File: config.mk
export PLATFORM = sky130hd
export DESIGN_NAME = vertex_cache_batcher
export DESIGN_NICKNAME = d
export VERILOG_FILES = /design/src/rtl/core/vcb_pkg.sv /design/src/rtl/core/vcb_ram.sv /design/src/rtl/core/vertex_cache_batcher.sv
export SDC_FILE = /design/constraint.sdc
export NUM_CORES = 2
export LEC_CHECK = 0
export ABC_AREA = 1
export BUFFER_PORTS_ARGS = -buffer_cell sky130_fd_sc_hd__clkbuf_2
export CORE_MARGIN = 2
export CORE_UTILIZATION = 35
export DETAILED_ROUTE_END_ITERATION = 12
export SETUP_SLACK_MARGIN = 0.1
export SLEW_MARGIN = 20
export SYNTH_ARGS = -nofsm -noshare
export SYNTH_HDL_FRONTEND = slang
export SYNTH_SLANG_ARGS = --single-unit
File: constraint.sdc
create_clock -name clk -period 15.65 [get_ports clk]
set_input_delay 3.13 -clock clk [delete_from_list [all_inputs] [get_ports clk]]
set_output_delay 3.13 -clock clk [all_outputs]
set_load 0.02 [all_outputs]
File: src/rtl/core/vcb_pkg.sv
`timescale 1ns / 1ps
// vcb_pkg: types and constants of the vertex cache batcher
// used by vertex_cache_batcher and its testbench
package vcb_pkg;

  localparam int CACHE_SLOTS_DEF     = 32;
  localparam int VERTEX_IDS_DEF      = 255;
  localparam int BATCH_TRIANGLES_DEF = 32;

  localparam int ID_W   = 8;
  localparam int SLOT_W = 5;
  localparam int CNT_W  = 6;
  localparam int TRI_W  = 3 * ID_W;

  localparam logic [1:0] CMD_LOAD = 2'd0;
  localparam logic [1:0] CMD_TRI1 = 2'd1;
  localparam logic [1:0] CMD_TRI2 = 2'd2;
  localparam logic [1:0] CMD_END  = 2'd3;

  localparam logic REQ_TRI = 1'b0;
  localparam logic REQ_END = 1'b1;

  typedef enum logic [3:0] {
    S_IDLE,
    S_CHECK,
    S_INS,
    S_SCAN,
    S_LOAD,
    S_TBAT,
    S_TCOR,
    S_TEMIT,
    S_END
  } state_t;

endpackage

File: src/rtl/core/vcb_ram.sv
`timescale 1ns / 1ps
// vcb_ram: generic single write, single read ram with registered read data
// depends on nothing
module vcb_ram #(
  parameter int WIDTH = 8,
  parameter int DEPTH = 32,
  localparam int AW = (DEPTH > 1) ? $clog2(DEPTH) : 1
) (
  input  logic             clk,
  input  logic             we,
  input  logic [AW-1:0]    waddr,
  input  logic [WIDTH-1:0] wdata,
  input  logic [AW-1:0]    raddr,
  output logic [WIDTH-1:0] rdata
);

  logic [WIDTH-1:0] mem_r [DEPTH];

  always_ff @(posedge clk) begin
    if (we) begin
      mem_r[waddr] <= wdata;
    end
    rdata <= mem_r[raddr];
  end

endmodule

File: src/rtl/core/vertex_cache_batcher.sv
`timescale 1ns / 1ps
// Vertex cache batcher: takes one word at a time. A triangle that needs no flush
// goes through accept, check and three map update steps (through the single map
// write port). A flush scans every vertex id once, one id a cycle unless a load
// command waits on the output, emits the last load run, then reads each stored
// triangle from the batch and map and emits one command per triangle pair (TRI1 for a
// lone last one), waiting out any output stall. Needs vcb_pkg and vcb_ram.
module vertex_cache_batcher
  import vcb_pkg::*;
#(
  parameter int CACHE_SLOTS     = CACHE_SLOTS_DEF,
  parameter int VERTEX_IDS      = VERTEX_IDS_DEF,
  parameter int BATCH_TRIANGLES = BATCH_TRIANGLES_DEF
) (
  input  logic              clk,
  input  logic              rst_n,
  input  logic              in_valid,
  output logic              in_ready,
  input  logic              in_req_type,
  input  logic [ID_W-1:0]   in_corner_a,
  input  logic [ID_W-1:0]   in_corner_b,
  input  logic [ID_W-1:0]   in_corner_c,
  output logic              out_valid,
  input  logic              out_ready,
  output logic [1:0]        out_cmd_kind,
  output logic [ID_W-1:0]   out_first_vertex,
  output logic [CNT_W-1:0]  out_load_count,
  output logic [SLOT_W-1:0] out_dest_slot,
  output logic [SLOT_W-1:0] out_tri0_s0,
  output logic [SLOT_W-1:0] out_tri0_s1,
  output logic [SLOT_W-1:0] out_tri0_s2,
  output logic [SLOT_W-1:0] out_tri1_s0,
  output logic [SLOT_W-1:0] out_tri1_s1,
  output logic [SLOT_W-1:0] out_tri1_s2,
  output logic              out_last
);

  localparam int VID_AW = $clog2(VERTEX_IDS);
  localparam int BT_AW  = (BATCH_TRIANGLES > 1) ? $clog2(BATCH_TRIANGLES) : 1;

  state_t state_r, state_nxt;

  logic              req_r, req_nxt;
  logic [ID_W-1:0]   id_r [3];
  logic [ID_W-1:0]   id_nxt [3];
  logic [VERTEX_IDS-1:0] vld_r, vld_nxt;
  logic [CNT_W-1:0]  slots_r, slots_nxt;
  logic [CNT_W-1:0]  bcnt_r, bcnt_nxt;
  logic [1:0]        c_r, c_nxt;
  logic [VID_AW-1:0] sid_r, sid_nxt;
  logic [CNT_W-1:0]  k_r, k_nxt;
  logic [CNT_W-1:0]  rstart_r, rstart_nxt;
  logic [ID_W-1:0]   rfirst_r, rfirst_nxt;
  logic [ID_W-1:0]   prev_r, prev_nxt;
  logic [CNT_W-1:0]  t_r, t_nxt;
  logic              half_r, half_nxt;
  logic [SLOT_W-1:0] s_r [6];
  logic [SLOT_W-1:0] s_nxt [6];

  logic              ov_r, ov_nxt;
  logic [1:0]        okind_r, okind_nxt;
  logic [ID_W-1:0]   ofirst_r, ofirst_nxt;
  logic [CNT_W-1:0]  ocount_r, ocount_nxt;
  logic [SLOT_W-1:0] odest_r, odest_nxt;
  logic [SLOT_W-1:0] ot_r [6];
  logic [SLOT_W-1:0] ot_nxt [6];
  logic              olast_r, olast_nxt;

  logic              map_we;
  logic [VID_AW-1:0] map_waddr, map_raddr;
  logic [SLOT_W-1:0] map_wdata, map_rdata;
  logic              bat_we;
  logic [TRI_W-1:0]  bat_wdata, bat_rdata;

  logic              out_free, bad, over, scan_v, scan_brk, scan_stall;
  logic              tri_done, emit_last;
  logic [1:0]        needed;
  logic [ID_W-1:0]   cur_id, bat_id;
  logic [2:0]        sidx;

  function automatic logic vld_at(input logic [VERTEX_IDS-1:0] v, input logic [ID_W-1:0] id);
    vld_at = (32'(id) < VERTEX_IDS) && v[id[VID_AW-1:0]];
  endfunction

  vcb_ram #(.WIDTH(SLOT_W), .DEPTH(VERTEX_IDS)) u_map (
    .clk(clk), .we(map_we), .waddr(map_waddr), .wdata(map_wdata),
    .raddr(map_raddr), .rdata(map_rdata)
  );

  vcb_ram #(.WIDTH(TRI_W), .DEPTH(BATCH_TRIANGLES)) u_bat (
    .clk(clk), .we(bat_we), .waddr(bcnt_r[BT_AW-1:0]), .wdata(bat_wdata),
    .raddr(t_r[BT_AW-1:0]), .rdata(bat_rdata)
  );

  assign in_ready         = (state_r == S_IDLE);
  assign out_valid        = ov_r;
  assign out_cmd_kind     = okind_r;
  assign out_first_vertex = ofirst_r;
  assign out_load_count   = ocount_r;
  assign out_dest_slot    = odest_r;
  assign out_tri0_s0      = ot_r[0];
  assign out_tri0_s1      = ot_r[1];
  assign out_tri0_s2      = ot_r[2];
  assign out_tri1_s0      = ot_r[3];
  assign out_tri1_s1      = ot_r[4];
  assign out_tri1_s2      = ot_r[5];
  assign out_last         = olast_r;

  assign out_free   = !ov_r || out_ready;
  assign bad        = (32'(id_r[0]) >= VERTEX_IDS) || (32'(id_r[1]) >= VERTEX_IDS) ||
                      (32'(id_r[2]) >= VERTEX_IDS);
  assign needed     = 2'(!vld_at(vld_r, id_r[0])) + 2'(!vld_at(vld_r, id_r[1])) +
                      2'(!vld_at(vld_r, id_r[2]));
  assign over       = (32'(needed) + 32'(slots_r) > CACHE_SLOTS) ||
                      (32'(bcnt_r) >= BATCH_TRIANGLES);
  assign cur_id     = id_r[c_r];
  assign scan_v     = vld_r[sid_r];
  assign scan_brk   = scan_v && (k_r != '0) && (ID_W'(sid_r) != prev_r + 8'd1);
  assign scan_stall = scan_brk && !out_free;
  assign tri_done   = (t_r + 6'd1 >= bcnt_r);
  assign emit_last  = tri_done && (req_r != REQ_END);
  assign bat_id     = (c_r == 2'd0) ? bat_rdata[7:0] :
                      (c_r == 2'd1) ? bat_rdata[15:8] : bat_rdata[23:16];
  assign sidx       = half_r ? 3'(c_r) + 3'd2 : 3'(c_r) - 3'd1;

  // next state
  always_comb begin
    state_nxt = state_r;
    case (state_r)
      S_IDLE:  if (in_valid) state_nxt = S_CHECK;
      S_CHECK: begin
        if (req_r == REQ_END) begin
          state_nxt = (bcnt_r == '0) ? S_END : S_SCAN;
        end else if (bad) begin
          state_nxt = S_IDLE;
        end else if (over && bcnt_r != '0) begin
          state_nxt = S_SCAN;
        end else begin
          state_nxt = S_INS;
        end
      end
      S_INS:   if (c_r == 2'd2) state_nxt = S_IDLE;
      S_SCAN:  if (!scan_stall && 32'(sid_r) == VERTEX_IDS - 1) state_nxt = S_LOAD;
      S_LOAD:  if (out_free) state_nxt = S_TBAT;
      S_TBAT:  state_nxt = S_TCOR;
      S_TCOR: begin
        if (c_r == 2'd3) begin
          state_nxt = (!half_r && !tri_done) ? S_TBAT : S_TEMIT;
        end
      end
      S_TEMIT: begin
        if (out_free) begin
          if (!tri_done) state_nxt = S_TBAT;
          else state_nxt = (req_r == REQ_END) ? S_END : S_INS;
        end
      end
      S_END:   if (out_free) state_nxt = S_IDLE;
      default: state_nxt = S_IDLE;
    endcase
  end

  // datapath and outputs
  always_comb begin
    req_nxt    = req_r;
    id_nxt     = id_r;
    vld_nxt    = vld_r;
    slots_nxt  = slots_r;
    bcnt_nxt   = bcnt_r;
    c_nxt      = c_r;
    sid_nxt    = sid_r;
    k_nxt      = k_r;
    rstart_nxt = rstart_r;
    rfirst_nxt = rfirst_r;
    prev_nxt   = prev_r;
    t_nxt      = t_r;
    half_nxt   = half_r;
    s_nxt      = s_r;
    ov_nxt     = ov_r && !out_ready;
    okind_nxt  = okind_r;
    ofirst_nxt = ofirst_r;
    ocount_nxt = ocount_r;
    odest_nxt  = odest_r;
    ot_nxt     = ot_r;
    olast_nxt  = olast_r;
    map_we     = 1'b0;
    map_waddr  = cur_id[VID_AW-1:0];
    map_wdata  = slots_r[SLOT_W-1:0];
    map_raddr  = bat_id[VID_AW-1:0];
    bat_we     = 1'b0;
    bat_wdata  = {id_r[2], id_r[1], id_r[0]};
    case (state_r)
      S_IDLE: begin
        if (in_valid) begin
          req_nxt   = in_req_type;
          id_nxt[0] = in_corner_a;
          id_nxt[1] = in_corner_b;
          id_nxt[2] = in_corner_c;
        end
        c_nxt    = '0;
        sid_nxt  = '0;
        k_nxt    = '0;
        rstart_nxt = '0;
        t_nxt    = '0;
        half_nxt = 1'b0;
      end
      S_INS: begin
        if (!vld_at(vld_r, cur_id) && 32'(slots_r) < CACHE_SLOTS) begin
          vld_nxt[cur_id[VID_AW-1:0]] = 1'b1;
          map_we    = 1'b1;
          slots_nxt = slots_r + 6'd1;
        end
        if (c_r == 2'd0 && 32'(bcnt_r) < BATCH_TRIANGLES) begin
          bat_we   = 1'b1;
          bcnt_nxt = bcnt_r + 6'd1;
        end
        c_nxt = c_r + 2'd1;
      end
      S_SCAN: begin
        if (!scan_stall) begin
          if (scan_v) begin
            map_we    = 1'b1;
            map_waddr = sid_r;
            map_wdata = k_r[SLOT_W-1:0];
            if (k_r == '0) begin
              rfirst_nxt = ID_W'(sid_r);
            end else if (scan_brk) begin
              ov_nxt     = 1'b1;
              okind_nxt  = CMD_LOAD;
              ofirst_nxt = rfirst_r;
              ocount_nxt = k_r - rstart_r;
              odest_nxt  = rstart_r[SLOT_W-1:0];
              ot_nxt     = '{default: '0};
              olast_nxt  = 1'b0;
              rstart_nxt = k_r;
              rfirst_nxt = ID_W'(sid_r);
            end
            prev_nxt = ID_W'(sid_r);
            k_nxt    = k_r + 6'd1;
          end
          sid_nxt = sid_r + 1'b1;
        end
      end
      S_LOAD: begin
        if (out_free) begin
          ov_nxt     = 1'b1;
          okind_nxt  = CMD_LOAD;
          ofirst_nxt = rfirst_r;
          ocount_nxt = k_r - rstart_r;
          odest_nxt  = rstart_r[SLOT_W-1:0];
          ot_nxt     = '{default: '0};
          olast_nxt  = 1'b0;
        end
        c_nxt = '0;
      end
      S_TBAT: c_nxt = '0;
      S_TCOR: begin
        if (c_r != 2'd0) s_nxt[sidx] = map_rdata;
        c_nxt = c_r + 2'd1;
        if (c_r == 2'd3 && !half_r && !tri_done) begin
          half_nxt = 1'b1;
          t_nxt    = t_r + 6'd1;
        end
      end
      S_TEMIT: begin
        if (out_free) begin
          ov_nxt     = 1'b1;
          okind_nxt  = half_r ? CMD_TRI2 : CMD_TRI1;
          ofirst_nxt = '0;
          ocount_nxt = '0;
          odest_nxt  = '0;
          ot_nxt[0]  = s_r[0];
          ot_nxt[1]  = s_r[1];
          ot_nxt[2]  = s_r[2];
          ot_nxt[3]  = half_r ? s_r[3] : '0;
          ot_nxt[4]  = half_r ? s_r[4] : '0;
          ot_nxt[5]  = half_r ? s_r[5] : '0;
          olast_nxt  = emit_last;
          half_nxt   = 1'b0;
          t_nxt      = t_r + 6'd1;
          c_nxt      = '0;
          if (tri_done) begin
            vld_nxt   = '0;
            slots_nxt = '0;
            bcnt_nxt  = '0;
          end
        end
      end
      S_END: begin
        if (out_free) begin
          ov_nxt     = 1'b1;
          okind_nxt  = CMD_END;
          ofirst_nxt = '0;
          ocount_nxt = '0;
          odest_nxt  = '0;
          ot_nxt     = '{default: '0};
          olast_nxt  = 1'b1;
        end
      end
      default: ;
    endcase
  end

  always_ff @(posedge clk) begin
    if (!rst_n) begin
      state_r <= S_IDLE;
      vld_r   <= '0;
      slots_r <= '0;
      bcnt_r  <= '0;
      ov_r    <= 1'b0;
    end else begin
      state_r <= state_nxt;
      vld_r   <= vld_nxt;
      slots_r <= slots_nxt;
      bcnt_r  <= bcnt_nxt;
      ov_r    <= ov_nxt;
    end
  end

  always_ff @(posedge clk) begin
    req_r    <= req_nxt;
    id_r     <= id_nxt;
    c_r      <= c_nxt;
    sid_r    <= sid_nxt;
    k_r      <= k_nxt;
    rstart_r <= rstart_nxt;
    rfirst_r <= rfirst_nxt;
    prev_r   <= prev_nxt;
    t_r      <= t_nxt;
    half_r   <= half_nxt;
    s_r      <= s_nxt;
    okind_r  <= okind_nxt;
    ofirst_r <= ofirst_nxt;
    ocount_r <= ocount_nxt;
    odest_r  <= odest_nxt;
    ot_r     <= ot_nxt;
    olast_r  <= olast_nxt;
  end

`ifndef SYNTHESIS
  a_slots_bound: assert property (@(posedge clk) disable iff (!rst_n)
    32'(slots_r) <= CACHE_SLOTS) else $error("slot count beyond cache size");
  a_batch_bound: assert property (@(posedge clk) disable iff (!rst_n)
    32'(bcnt_r) <= BATCH_TRIANGLES) else $error("batch count beyond store size");
  a_empty_batch: assert property (@(posedge clk) disable iff (!rst_n)
    (bcnt_r == '0) |-> (slots_r == '0)) else $error("slots held with empty batch");
  a_emit_free: assert property (@(posedge clk) disable iff (!rst_n)
    (ov_r && !out_ready) |=> ov_r) else $error("pending word dropped");
`endif

endmodule

==> impl_metrics.csv <==
group,metric,value,unit
grt,met2_usage,33.13,%
layout,drive_gt1_share,8.528,%
synthesis,syn_avg_cell_area,10.39,um^2
cts,clock_latency,0.95,ns
layout,fin_area,123600,um^2
grt,antenna_found_initial,20,
worst_setup_path,critPathBufInv,5,
timing,max_freq,0.1310,GHz
power_and_ir_drop,clockPowerShare,23.4,%
route,drt_pass1_iterations,10,
route,totalWireLength,367800,um
power_and_ir_drop,swShare,44.48,%
timing,clock_skew,0.08807,ns
synthesis,synth_edf_count,2195,
placed_design,dpl_cell_area,115900,um^2
worst_setup_path,critical_path_class,"flip-flop to flip-flop",
floorplan,row_count,207,
grt,gr-usage-all-layers,21.87,%
placed_design,place_ws,8.293,ns
route,avgViaCountPerCell,5.707,
timing,period_share,48.78,%
cts,cts_made_buffers,241,
route,wl_per_cell,24.81,um
cts,clock-sinks,2496,
placed_design,place_hpwl,206600,um
cts,cts_resized,0,
route,via_count,84607,
worst_setup_path,slowest_stage,"buf_4",
worst_setup_path,worstPathArrival,8.44,ns
synthesis,syn-num-nets,10812,
power_and_ir_drop,peakVddDrop,0.2867,mV
floorplan,die_h,568.9,um
synthesis,synth-seq-cells,2496,
grt,grt-ovfl-total,0,
floorplan,io_pins,83,
placed_design,io_buffers,82,
route,drt_iter0_markers,12084,
synthesis,syn_area,111700,um^2
synthesis,synthFlopType,"edfxtp_1",
placed_design,place_congestion,0.9486,
power_and_ir_drop,p_int,0.01364,W
layout,post-route-util,38.89,%
cts,cts_tree,"yes",
synthesis,async_reset_ff_share,0,%
timing,timing.final.ws_setup,8.016,ns
route,ant_nets,0,
worst_setup_path,critPathLaunchType,"flip-flop",
job,max_cap_violations,0,
floorplan,die_width,568.9,um
worst_hold_path,hp-class,"flip-flop to flip-flop",
worst_setup_path,crit_top_cell,"nand2_1",
timing,slew_headroom,12.52,%
cts,cts_hold_buffers,0,
grt,gr-usage-met3,4.833,%
synthesis,synthCells,10752,
synthesis,ys_seq_area_share,64.42,%
power_and_ir_drop,powerDensity,198.8,nW/um^2
worst_setup_path,max_stage_delay,0.89,ns
grt,grt_pass1_wl,533200,um
worst_setup_path,critPathMaxFanout,97,
cts,h-tree-depth,4,
timing,post-route-min-period,7.634,ns
grt,grt.busiest_layer,"met2",
floorplan,start_util,35.14,%
worst_setup_path,r2r_slack,8.02,ns
run_status,status,"finished clean",
grt,grt_pass1_vias,78827,
timing,hold_viol_final,0,
route,drc,0,
floorplan,dieArea,323600,um^2
grt,grt_max_degree,215,
timing,setup_viol,0,
cts,clk_pin_slew_worst_paths,0.07,ns
layout,area_growth,10.66,%
layout,final_cell_mix,"edfxtp_1 (2195), nor2_1 (1801), nand2_1 (1408)",
worst_setup_path,crit_required,16.46,ns
worst_setup_path,cp-end-kind,"flip-flop",
power_and_ir_drop,p_sw,0.01093,W
layout,fin_nets,10502,
layout,final_common_cell,"edfxtp_1",
synthesis,yosysWarnings,0,
power_and_ir_drop,leakagePower,39.05,nW
floorplan,core_area,317800,um^2
worst_setup_path,critical-path-top-delay-family,"buffers and inverters",
cts,post-cts-setup-buffers,0,
timing,worstMarginPinSlew,1.309,ns
cts,root_buffer,"clkbuf_16",
grt,grt_util_met1,29.78,%
power_and_ir_drop,power.share.combinational,44.2,%
timing,fin_hold_ws,0.5196,ns
synthesis,ys_types,54,
power_and_ir_drop,pwr-share-seq,32.3,%
timing,slew_violations,0,
cts,cts_buffer_depth,4,
worst_setup_path,crit_chain,"buf_4 -> clkinv_1 -> buf_4 -> nand2_1 -> a31oi_2 -> nor2_4 -> nand2_1 -> nand2_1 -> o21ai_0 -> nand2_1 -> nor2_1 -> nor2_1 -> nor2_1 -> nand2_1 -> nand2_2 -> nand2_8 -> buf_4 -> buf_4 -> nand2_1 -> a21oi_1",
timing,rsz0062_at_grt,"false",
synthesized netlist by cell type (7+ instances only):
library cell	n	area (um^2)
edfxtp_1	2195	65910
o22ai_1	307	1921
o21ai_1	23	115.1
clkbuf_1	632	2372
nand3_2	21	210.2
nand4_1	21	131.4
nand2_1	1417	5319
o21bai_1	113	848.3
nand2_2	16	100.1
inv_1	431	1618
a21oi_1	596	2983
or2_2	170	1064
nor3_1	12	60.06
o221ai_1	78	683.2
buf_4	39	292.8
dfxtp_1	301	6026
clkinv_1	14	52.55
inv_2	8	30.03
xor2_1	17	148.9
buf_1	42	157.7
o2111ai_1	58	508.0
nor2_1	1838	6899
o21a_1	10	75.07
a211oi_1	7	52.55
buf_2	99	495.5
nor2_4	13	146.4
ha_1	28	350.3
o311ai_0	162	1419
o21ai_0	1250	6256
nand3_1	441	2207
o211ai_1	224	1682
o32ai_1	95	832.1
a221oi_1	27	236.5
kinds of logic after synthesis:
logic type               count (synthesis)  share of synthesized area, %
AND/OR/NAND/NOR                       3971                         14.65
adder cells (fa/ha/maj)                 31                        0.3675
XOR/XNOR                                21                        0.1647
flip-flops                            2496                         64.42
buffers and inverters                 1272                         4.550
AO/OA/AOI/OAI                         2961                         15.85
stage by stage:
stage               instances  TNS [ns]  power (W)
floorplan               10752    -11.58    0.01485
global placement        14374         0    0.01867
detailed placement      14375         0    0.01867
CTS                     14812         0    0.02438
global route            14817         0    0.02565
finish                  14824         0    0.02457
routing by layer:
layer	vias up	wire, um
li1	37939	-
met3	1061	37670
met4	16	18670
met1	41034	149600
met2	4557	161700
met5	-	128
path summary, 6_finish.rpt:
kind,from,endpoint,cells after the start
worst min-delay path,slots_r[5],slots_r[5],2
worst max register to register,bat_wdata[2],vld_r[59],20
worst max-delay path,bat_wdata[2],vld_r[59],20
worst min register to register,slots_r[5],slots_r[5],2
worst reg2reg max path: stages (launching register included):
cell and delay [ns]:
edfxtp_1 0.76, buf_4 0.39, clkinv_1 0.64, buf_4 0.45, nand2_1 0.10, a31oi_2 0.19
nor2_4 0.87, nand2_1 0.13, nand2_1 0.10, o21ai_0 0.24, nand2_1 0.23, nor2_1 0.06
nor2_1 0.10, nor2_1 0.06, nand2_1 0.21, nand2_2 0.23, nand2_8 0.55, buf_4 0.91
buf_4 0.89, nand2_1 0.23, a21oi_1 0.17
power by group through the flow:
stage               Combinational (W)  Sequential, W  Clock (W)
global placement               0.0106        0.00810          0
global route                   0.0116        0.00796    0.00607
CTS                            0.0106        0.00796    0.00582
finish                         0.0109        0.00795    0.00576
floorplan                     0.00664        0.00821          0
detailed placement             0.0106        0.00810          0
sequential cells by signal, indices dropped and copies added, names as in the netlist, 6 cells and up:
register / count
u_bat.mem_r: 768
vld_r: 255
rstart_r: 6
rfirst_r: 8
out_first_vertex: 8
u_map.mem_r: 1275
s_r: 30
bat_wdata: 24
k_r: 6
t_r: 6
prev_r: 8
out_load_count: 6
u_bat.rdata: 24
bcnt_r: 6
sid_r: 8
slots_r: 6
layout make-up:
type                            count  area, um^2
Timing Repair Buffer              263        2037
Fill cell                       30809      194200
Tap cell                         4180        5230
Clock buffer                      306        6400
Inverter                          456        1747
Clock inverter                    131        1151
Sequential cell                  2496       71940
Antenna cell                        8       20.02
Multi-Input combinational cell   6984       35060
Note: power is estimated with default switching activity, not from simulation.
